<file path="src/hw/rtl/iirdf1_pkg.sv">
// ----------------------------------------------------------------------------
// iirdf1_pkg
// Shared types and constants for the direct form I recursive filter.
// ----------------------------------------------------------------------------
package iirdf1_pkg;

  localparam int SAMPLE_W   = 16;
  localparam int COEF_W     = 32;
  localparam int IDX_W      = 4;
  localparam int FRAC_BITS  = 28;
  localparam int PROD_W     = SAMPLE_W + COEF_W;

  localparam int S_TDATA_W  = 56;
  localparam int M_TDATA_W  = 16;

  localparam logic FUNC_FILTER = 1'b0;
  localparam logic FUNC_COEF   = 1'b1;

  typedef enum logic [1:0] {
    ST_IDLE,
    ST_MAC,
    ST_DRAIN,
    ST_FINISH
  } state_t;

endpackage

</file>
<file path="src/hw/rtl/iir_direct_form_one_filter.sv">
// ----------------------------------------------------------------------------
// iir_direct_form_one_filter
// Direct form I recursive filter with one shared multiply-accumulate unit.
// ----------------------------------------------------------------------------
//  Channel  Direction  Contents
//  s_axis   in         tuser: func; tdata: sample_in, coef_index, coef_value
//  m_axis   out        tuser: saturated; tdata: sample_out
//
// A sample is accepted in the idle state, then the single multiplier steps
// through all products, one per cycle, the product register is drained,
// and the result is truncated, saturated and stored.
// Reset clears the coefficients, both histories and all control state.
// The block stays busy while a finished sample waits on a stalled m_axis.
// ----------------------------------------------------------------------------
module iir_direct_form_one_filter #(
  parameter int ORDER = 4
) (
  input  logic                               clk,
  input  logic                               rst,
  input  logic                               s_axis_tvalid,
  output logic                               s_axis_tready,
  // Bits from low: sample_in[15:0], coef_index[19:16], coef_value[51:20], zero fill.
  input  logic [iirdf1_pkg::S_TDATA_W-1:0]   s_axis_tdata,
  // Bit 0: func.
  input  logic                               s_axis_tuser,
  output logic                               m_axis_tvalid,
  input  logic                               m_axis_tready,
  // Bits from low: sample_out[15:0].
  output logic [iirdf1_pkg::M_TDATA_W-1:0]   m_axis_tdata,
  // Bit 0: saturated.
  output logic                               m_axis_tuser
);

  import iirdf1_pkg::*;

  localparam int COEF_N = 2 * ORDER + 1;
  localparam int CI_W   = $clog2(COEF_N);
  localparam int HIST_W = (ORDER > 1) ? $clog2(ORDER) : 1;
  localparam int ACC_W  = PROD_W + $clog2(COEF_N);
  localparam int TOP    = FRAC_BITS + SAMPLE_W - 1;

  state_t state;
  state_t state_next;

  logic signed [COEF_W-1:0]   coef_tbl [COEF_N];
  logic signed [SAMPLE_W-1:0] in_hist  [ORDER];
  logic signed [SAMPLE_W-1:0] out_hist [ORDER];

  logic [CI_W-1:0]            step;
  logic signed [SAMPLE_W-1:0] x_reg;
  logic signed [PROD_W-1:0]   prod;
  logic                       prod_valid;
  logic signed [ACC_W-1:0]    acc;

  logic                       out_valid;
  logic signed [SAMPLE_W-1:0] out_sample;
  logic                       out_sat;

  logic                       in_fire;
  logic                       fire_sample;
  logic                       fire_coef;
  logic                       issue;
  logic                       finish_ok;

  logic signed [SAMPLE_W-1:0] in_sample;
  logic [IDX_W-1:0]           in_idx;
  logic signed [COEF_W-1:0]   in_coef;

  logic [CI_W-1:0]            hidx_full;
  logic [HIST_W-1:0]          hidx;
  logic signed [SAMPLE_W-1:0] operand;

  logic                       sat_hi;
  logic                       sat_lo;
  logic signed [SAMPLE_W-1:0] y_val;

  assign in_sample = s_axis_tdata[SAMPLE_W-1:0];
  assign in_idx    = s_axis_tdata[SAMPLE_W+IDX_W-1:SAMPLE_W];
  assign in_coef   = s_axis_tdata[SAMPLE_W+IDX_W+COEF_W-1:SAMPLE_W+IDX_W];

  assign in_fire     = s_axis_tvalid && s_axis_tready;
  assign fire_sample = in_fire && (s_axis_tuser == FUNC_FILTER);
  assign fire_coef   = in_fire && (s_axis_tuser == FUNC_COEF);

  assign m_axis_tvalid = out_valid;
  assign m_axis_tdata  = out_sample;
  assign m_axis_tuser  = out_sat;

  always_comb begin
    state_next = state;
    unique case (state)
      ST_IDLE: begin
        if (fire_sample) begin
          state_next = ST_MAC;
        end
      end
      ST_MAC: begin
        if (step == CI_W'(COEF_N - 1)) begin
          state_next = ST_DRAIN;
        end
      end
      ST_DRAIN: begin
        state_next = ST_FINISH;
      end
      ST_FINISH: begin
        if (!out_valid || m_axis_tready) begin
          state_next = ST_IDLE;
        end
      end
      default: begin
        state_next = ST_IDLE;
      end
    endcase
  end

  always_comb begin
    s_axis_tready = 1'b0;
    issue         = 1'b0;
    finish_ok     = 1'b0;
    unique case (state)
      ST_IDLE: begin
        s_axis_tready = 1'b1;
      end
      ST_MAC: begin
        issue = 1'b1;
      end
      ST_DRAIN: begin
      end
      ST_FINISH: begin
        finish_ok = !out_valid || m_axis_tready;
      end
      default: begin
      end
    endcase
  end

  always_comb begin
    if (step <= CI_W'(ORDER)) begin
      hidx_full = step - CI_W'(1);
    end else begin
      hidx_full = step - CI_W'(ORDER + 1);
    end
    hidx = hidx_full[HIST_W-1:0];
    if (step == '0) begin
      operand = x_reg;
    end else if (step <= CI_W'(ORDER)) begin
      operand = in_hist[hidx];
    end else begin
      operand = out_hist[hidx];
    end
  end

  assign sat_hi = !acc[ACC_W-1] && (|acc[ACC_W-2:TOP]);
  assign sat_lo = acc[ACC_W-1] && !(&acc[ACC_W-2:TOP]);

  always_comb begin
    priority if (sat_hi) begin
      y_val = {1'b0, {(SAMPLE_W-1){1'b1}}};
    end else if (sat_lo) begin
      y_val = {1'b1, {(SAMPLE_W-1){1'b0}}};
    end else begin
      y_val = acc[TOP:FRAC_BITS];
    end
  end

  always_ff @(posedge clk) begin
    if (rst) begin
      state      <= ST_IDLE;
      step       <= '0;
      prod_valid <= 1'b0;
      out_valid  <= 1'b0;
      for (int i = 0; i < COEF_N; i++) begin
        coef_tbl[i] <= '0;
      end
      for (int i = 0; i < ORDER; i++) begin
        in_hist[i]  <= '0;
        out_hist[i] <= '0;
      end
    end else begin
      state <= state_next;

      if (fire_coef && (32'(in_idx) < COEF_N)) begin
        coef_tbl[CI_W'(in_idx)] <= in_coef;
      end

      if (fire_sample) begin
        step <= '0;
      end else if (issue) begin
        step <= step + CI_W'(1);
      end

      prod_valid <= issue;

      if (out_valid && m_axis_tready) begin
        out_valid <= 1'b0;
      end
      if (finish_ok) begin
        out_valid <= 1'b1;
        for (int i = ORDER - 1; i > 0; i--) begin
          in_hist[i]  <= in_hist[i-1];
          out_hist[i] <= out_hist[i-1];
        end
        in_hist[0]  <= x_reg;
        out_hist[0] <= y_val;
      end
    end
  end

  always_ff @(posedge clk) begin
    if (fire_sample) begin
      x_reg <= in_sample;
      acc   <= '0;
    end else if (prod_valid) begin
      acc <= acc + ACC_W'(prod);
    end
    if (issue) begin
      prod <= coef_tbl[step] * operand;
    end
    if (finish_ok) begin
      out_sample <= y_val;
      out_sat    <= sat_hi || sat_lo;
    end
  end

endmodule
</file>
<file path="config.mk">
export PLATFORM = sky130hd
export DESIGN_NAME = iir_direct_form_one_filter
export DESIGN_NICKNAME = d
export VERILOG_FILES = /design/src/hw/rtl/iirdf1_pkg.sv /design/src/hw/rtl/iir_direct_form_one_filter.sv
export SDC_FILE = /design/constraint.sdc
export NUM_CORES = 2
export LEC_CHECK = 0
export ABC_AREA = 1
export BUFFER_PORTS_ARGS = -buffer_cell sky130_fd_sc_hd__buf_2
export CAP_MARGIN = 20
export CORE_MARGIN = 3
export CORE_UTILIZATION = 40
export CTS_CLUSTER_SIZE = 10
export DETAILED_ROUTE_END_ITERATION = 7
export PLACE_DENSITY = 0.59
export SLEW_MARGIN = 20
export SYNTH_ARGS = -nofsm -noshare
export SYNTH_HDL_FRONTEND = slang
export SYNTH_SLANG_ARGS = --single-unit
export TNS_END_PERCENT = 10
</file>
<file path="constraint.sdc">
create_clock -name clk -period 10.8 [get_ports clk]
set_clock_uncertainty 0.2 [all_clocks]
set_input_delay 0 -clock clk [delete_from_list [all_inputs] [get_ports clk]]
set_output_delay 0 -clock clk [all_outputs]
set_load 0.01 [all_outputs]
</file>
; ---- Word-level counts from Yosys, hierarchy flattened
; Memories as Yosys holds them, arrays and structs flattened. A register that Yosys moved wholly into a read port is not among the register bits.
; Cells that the tools add are included.
; Widths: inputs -> output; s select.
[op_classes]
n_addsub = 4
mul = 1
order_cmp = 2
eq_ne = 7
n_mux = 35
n_bitwise = 9
n_reduce_logical = 20
[op_table]
columns = op, count
row1 = $mux 16, 12
row2 = $add 52x48->52, 1
row3 = $mul 32x16->48, 1
row4 = $mux 32, 1
row5 = $reduce_or 32->1, 1
row6 = $mux 1, 14
row7 = $mux 4, 3
row8 = $mux 2, 4
row9 = $or 1x1->1, 8
row10 = $pmux 2 s4, 1
row11 = $reduce_and 8->1, 1
row12 = $reduce_or 8->1, 1
row13 = $logic_and 1x1->1, 7
row14 = $ne 2x2->1 const B, 3
row15 = $add 4x1->4 const B, 1
row16 = $eq 2x2->1 const B, 2
row17 = $eq 4x4->1 const B, 1
row18 = $le 4x3->1 const B, 1
row19 = $logic_not 4->1, 1
row20 = $lt 4x4->1 const B, 1
row21 = $sub 2x1->2 const B, 2
row22 = $logic_not 1->1, 3
row23 = $reduce_and 3->1, 1
row24 = $eq 2x1->1 const B, 1
row25 = other kinds (5), 6
[word_totals]
reg_bits = 141
mem_bits_rw = 416
in_bits = 61
out_inout_bits = 19
elab_cells = 90
memories = 3
[memory_table]
columns = name, depth, width, read_ports, rd_clocked_by_memory_dff, wr, line
row1 = coef_tbl, 9, 32, 1, 1, 9, iir_direct_form_one_filter.sv:45  ; logic signed [COEF_W-1:0] coef_tbl [COEF_N];
row2 = in_hist, 4, 16, 4, 0, 4, iir_direct_form_one_filter.sv:46  ; logic signed [SAMPLE_W-1:0] in_hist [ORDER];
row3 = out_hist, 4, 16, 4, 0, 4, iir_direct_form_one_filter.sv:47  ; logic signed [SAMPLE_W-1:0] out_hist [ORDER];

; ---- Depth between registers and ports, before layout
[depth]
depth_word = 10
ltp_mapped = 39
depth_no_buf = 34

; ---- Least setup slack after synthesis
; OpenSTA, ideal clock, no wires.
[synth_timing]
path_type = register to register
from = reg step[0]
to = reg prod[46] (data pin)
setup_ns = 0.259
arrival_time_ns = 6.763
required_ns = 10.341
setup_slack_ns = 3.578
path_stages_with_launch = 32
synth_period_minus_slack_ns = 7.222
path_cell_list = dfxtp_1 > inv_1 > buf_2 > buf_2 > ha_1 > buf_2 > inv_1 > clkbuf_1 > a21oi_1 > o21ai_0 > nand3_1 > nand3_1 > o21ai_2 > buf_2 > nand2_1 > fa_1 > inv_1 > fa_1 > fa_1 > fa_1 > inv_1 > fa_1 > fa_1 > inv_1 > ha_1 > inv_1 > nor3_1 > nand2_1 > nor2_1 > o21ai_0 > nand3_1 > xor2_1
[synth_via]
elab_chain_cells = 6
[synth_rtl]
columns = item, line
row1 = "start, declared", iir_direct_form_one_filter.sv:49  ; logic [CI_W-1:0] step;
row2 = "start signal, assigned", iir_direct_form_one_filter.sv:189  ; step <= step + CI_W'(1);
row3 = $le 4x3->1 / $sub 2x1->2 (equally long branches), "iir_direct_form_one_filter.sv:138, iir_direct_form_one_filter.sv:139, iir_direct_form_one_filter.sv:141"
row4 = $mux 2 (*), iir_direct_form_one_filter.sv:138  ; if (step <= CI_W'(ORDER)) begin
row5 = via hidx_full[0], iir_direct_form_one_filter.sv:69  ; logic [CI_W-1:0] hidx_full;
row6 = $mem_v2 4x16 (on tied branches), n/a
row7 = $mux 16 (*), iir_direct_form_one_filter.sv:146  ; end else if (step <= CI_W'(ORDER)) begin
row8 = $mux 16 (*), iir_direct_form_one_filter.sv:144  ; if (step == '0) begin
row9 = $mul 32x16->48 (*), iir_direct_form_one_filter.sv:217  ; prod <= coef_tbl[step] * operand;
row10 = "end signal, assigned", iir_direct_form_one_filter.sv:217
row11 = "end, declared", iir_direct_form_one_filter.sv:51  ; logic signed [PROD_W-1:0] prod;
; The timed path passes the listed nets; every way through them passes the cells marked *.
; A chain may end at the register's enable or synchronous reset.

; ---- Worst setup path after layout
[layout_timing]
from = reg step[0]
to = reg prod[46] (data pin)
[layout_via]
elab_chain_cells = 6
[layout_rtl]
columns = item, line
row1 = $le 4x3->1 / $sub 2x1->2 (equally long branches), n/a
row2 = $mux 2, iir_direct_form_one_filter.sv:138
row3 = $mem_v2 4x16 (on tied branches), n/a
row4 = $mux 16, iir_direct_form_one_filter.sv:146
row5 = $mux 16 (*), iir_direct_form_one_filter.sv:144
row6 = $mul 32x16->48 (*), iir_direct_form_one_filter.sv:217
; Mark *: on every way between the ends. The rest lies on a longest branch, timed or not.

==> reports/results.ini <==
[clock_network]
cts_setup_buffers = 0
htreeDepth = 3
cts_resized = 0
clock_path_buffers = 3
clkLatencyLatePin_ns = 0.72
cts_root_buf = clkbuf_16
clk_pin_slew_ns = 0.06
cts_buffers = 92
hold_buffers = 108
cts.sinks = 785
cts_tree = yes

[timing]
finalSetupViolations = 0
rsz0062_at_grt = no
tightestPinTransition_ns = 1.07
drv_slew = 0
final.setup.tns_ns = 0
slew_headroom_pct = 28.7
fin_crit_sh_pct = 80.7
fin_crit_ns = 8.72
hold_viol_final = 0
fin_ws_ns = 2.08
fmax_ghz = 0.115

[floorplan]
core_area_sq_mm = 0.138
die_w_um = 380
die-area_sq_mm = 0.144
fp.dieH_um = 380
num_io_pins = 80
rows = 136
start_util_pct = 40.5

[synthesis]
synth_top_cell_area_share_pct = 38.8
postSynthAreaPerCell_sq_um = 9.06
muxShareOfSynthArea_pct = 0
synth_edf_count = 721
synthCells = 6162
synthAdderAreaFrac_pct = 21.3
synth_compound_area_share_pct = 9.41
netlist_top_cells_area = edfxtp_1 (39%), fa_1 (17%), inv_1 (8.4%), nand2_1 (6.5%), nor2_1 (6.2%)
synth_top_family_by_area = adder cells
synth_cell_type_count = 49
syn_area_sq_mm = 0.0558
synth-simple-area-share_pct = 15.6
synth-xor-area-share_pct = 1.10
synthArstFlopShare_pct = 0
ys_ff_latch = 785
ys.flop_type = edfxtp_1
yosys.area.top_type = edfxtp_1
synth-warning-count = 0
ys_seq_area_share_pct = 41.1

[route]
wl_met1_mm = 67.6
routed.top_layer = met5
wl_met3_mm = 9.03
ant_nets = 0
num_vias = 41800
wl_met2_mm = 71.0
vias_per_cell = 5.00
post_drt_wl_per_cell_um = 18.1
firstDrtPassIters = 5
drt_iter0_markers = 3122
wl_mm = 151
drc_errors = 0

[global_routing]
grt_max_degree = 149
antenna_found_initial = 3
grt_pass1_wl_mm = 241
grt_pass1_vias = 42300
grt_usage_pct = 21.2
grt_remaining_overflow = 0

[finish]
syn_to_final_growth_pct = 11.5
top_register = coef_tbl
nNetsFinal = 7172
top_regs = coef_tbl x512, in_hist x64, out_hist x64
largest_register_ff_count = 512
final_cell_mix = inv_1 (1,245), nand2_1 (961), nor2_1 (926), edfxtp_1 (721), fa_1 (487)
drive_gt1_share_pct = 5.40
fin_util_pct = 45.1
final_common_cell = inv_1

[placed_design]
post-dp-hpwl_mm = 105
gp_congestion = 0.960
pre_cts_slack_ns = 2.14
port_buffers = 75

[worst_setup_path]
worst_path_max_delay_cell = o21ai_2
path_common_cell = fa_1
r2r-end = prod[46]
startpoint = step[0]
r2r-start = step[0]
ff2ff_setup_slack_ns = 2.08
reg2regPathDepth = 24
critPathLaunchType = flop
crit_path_end_kind = flop
cp_top_family = adder cells
path_max_fanout = 66
crit_end = prod[46]
path_buf_inv = 7
crit_chain = inv_2 > buf_4 > ha_1 > nand3_1 > o21ai_2 > buf_4 > nand2_1 > fa_1 > inv_1 > fa_1 > fa_1 > fa_1 > inv_1 > fa_1 > fa_1 > inv_1 > ha_1 > inv_1 > nor3_1 > nand2_1 > nor2_1 > nand3_1 > nand3_1 > xor2_1
slowest_delay_ns = 0.86
required_ns = 11.03
worst-setup-path-type = flop to flop
arrival_ns = 8.95
cp_num_cells = 24

[flow_run]
maxCapViolCount = 0

[status]
outcome = complete, no violations

[min_path]
min_path_type = primary input to flop

[Yosys cell counts, types with 9 or more instances]
cell	count
o22ai_1	31
o21ai_1	23
buf_2	73
o21ai_2	16
o211ai_1	34
a21o_1	11
o21bai_1	17
dfxtp_1	64
buf_6	50
clkbuf_1	118
inv_1	1246
o221ai_1	98
nand2_1	972
nor3_1	19
nor2_1	927
xor2_1	52
o21ai_0	401
buf_4	16
clkbuf_2	11
fa_1	487
nand3_1	174
ha_1	172
a21oi_1	223
clkinv_1	33
nand4_1	26
edfxtp_1	721
nor4_1	10
a211oi_1	16
a31oi_1	9
xnor2_1	18
nand2_2	52
[how the worst min path moves through the flow]
| stage | from | end | slack (ns) | cells past startpoint |
|---|---|---|---|---|
| after floorplan | rst | m_axis_tvalid | -0.13 | 1 |
| after global placement | s_axis_tdata[2] | x_reg[2] | -0.02 | 1 |
| after detailed placement | s_axis_tdata[1] | x_reg[1] | -0.02 | 1 |
| after CTS | rst | step[3] | 0.002 | 5 |
| after global routing | rst | step[3] | 0.06 | 5 |
| final | rst | step[3] | 0.06 | 5 |
[metrics by stage]
step / cells / area, sq um / hold WS (ns)
finish: 8367 / 62200 / 0.0635
global route: 8365 / 62200 / 0.0627
CTS: 8362 / 62100 / 0.00214
detailed placement: 8110 / 58400 / -0.0207
global placement: 8110 / 58400 / -0.0195
floorplan: 6385 / 56700 / -0.131
[cells by family after synthesis]
| family | count (synthesis) |
|---|---|
| AO/OA/AOI/OAI | 897 |
| adder cells (fa/ha/maj) | 659 |
| XOR/XNOR | 70 |
| flip-flops | 785 |
| AND/OR/NAND/NOR | 2189 |
| buffers and inverters | 1561 |
| other | 1 |
[layout make-up]
cell class | instances | area [sq um]
Multi-Input combinational cell | 4039 | 27400
Timing Repair Buffer | 249 | 2050
Fill cell | 13400 | 75800
Inverter | 1285 | 4830
Clock inverter | 16 | 238
Tap cell | 1863 | 2330
Clock buffer | 128 | 2440
Sequential cell | 785 | 22900
Antenna cell | 2 | 5.00
[layer usage]
metal	up-vias	GRT usage [%]
li1	19800	-
met1	20600	29.4
met2	1227	34.7
met3	192	2.68
met4	2	6.07
met5	-	0
[worst reg2reg max path, delay by kind of cell, from the launching register on]
family | cells | cell delay, ns
compound gates | 1 | 0.87
simple gates | 7 | 1.44
buf+inv | 7 | 1.26
fa+ha+maj | 8 | 4.28
flops | 1 | 0.32
xor+xnor | 1 | 0.07
Power is not shown: default switching activity piles up to over one toggle a cycle in this logic, so the estimate is an artifact.
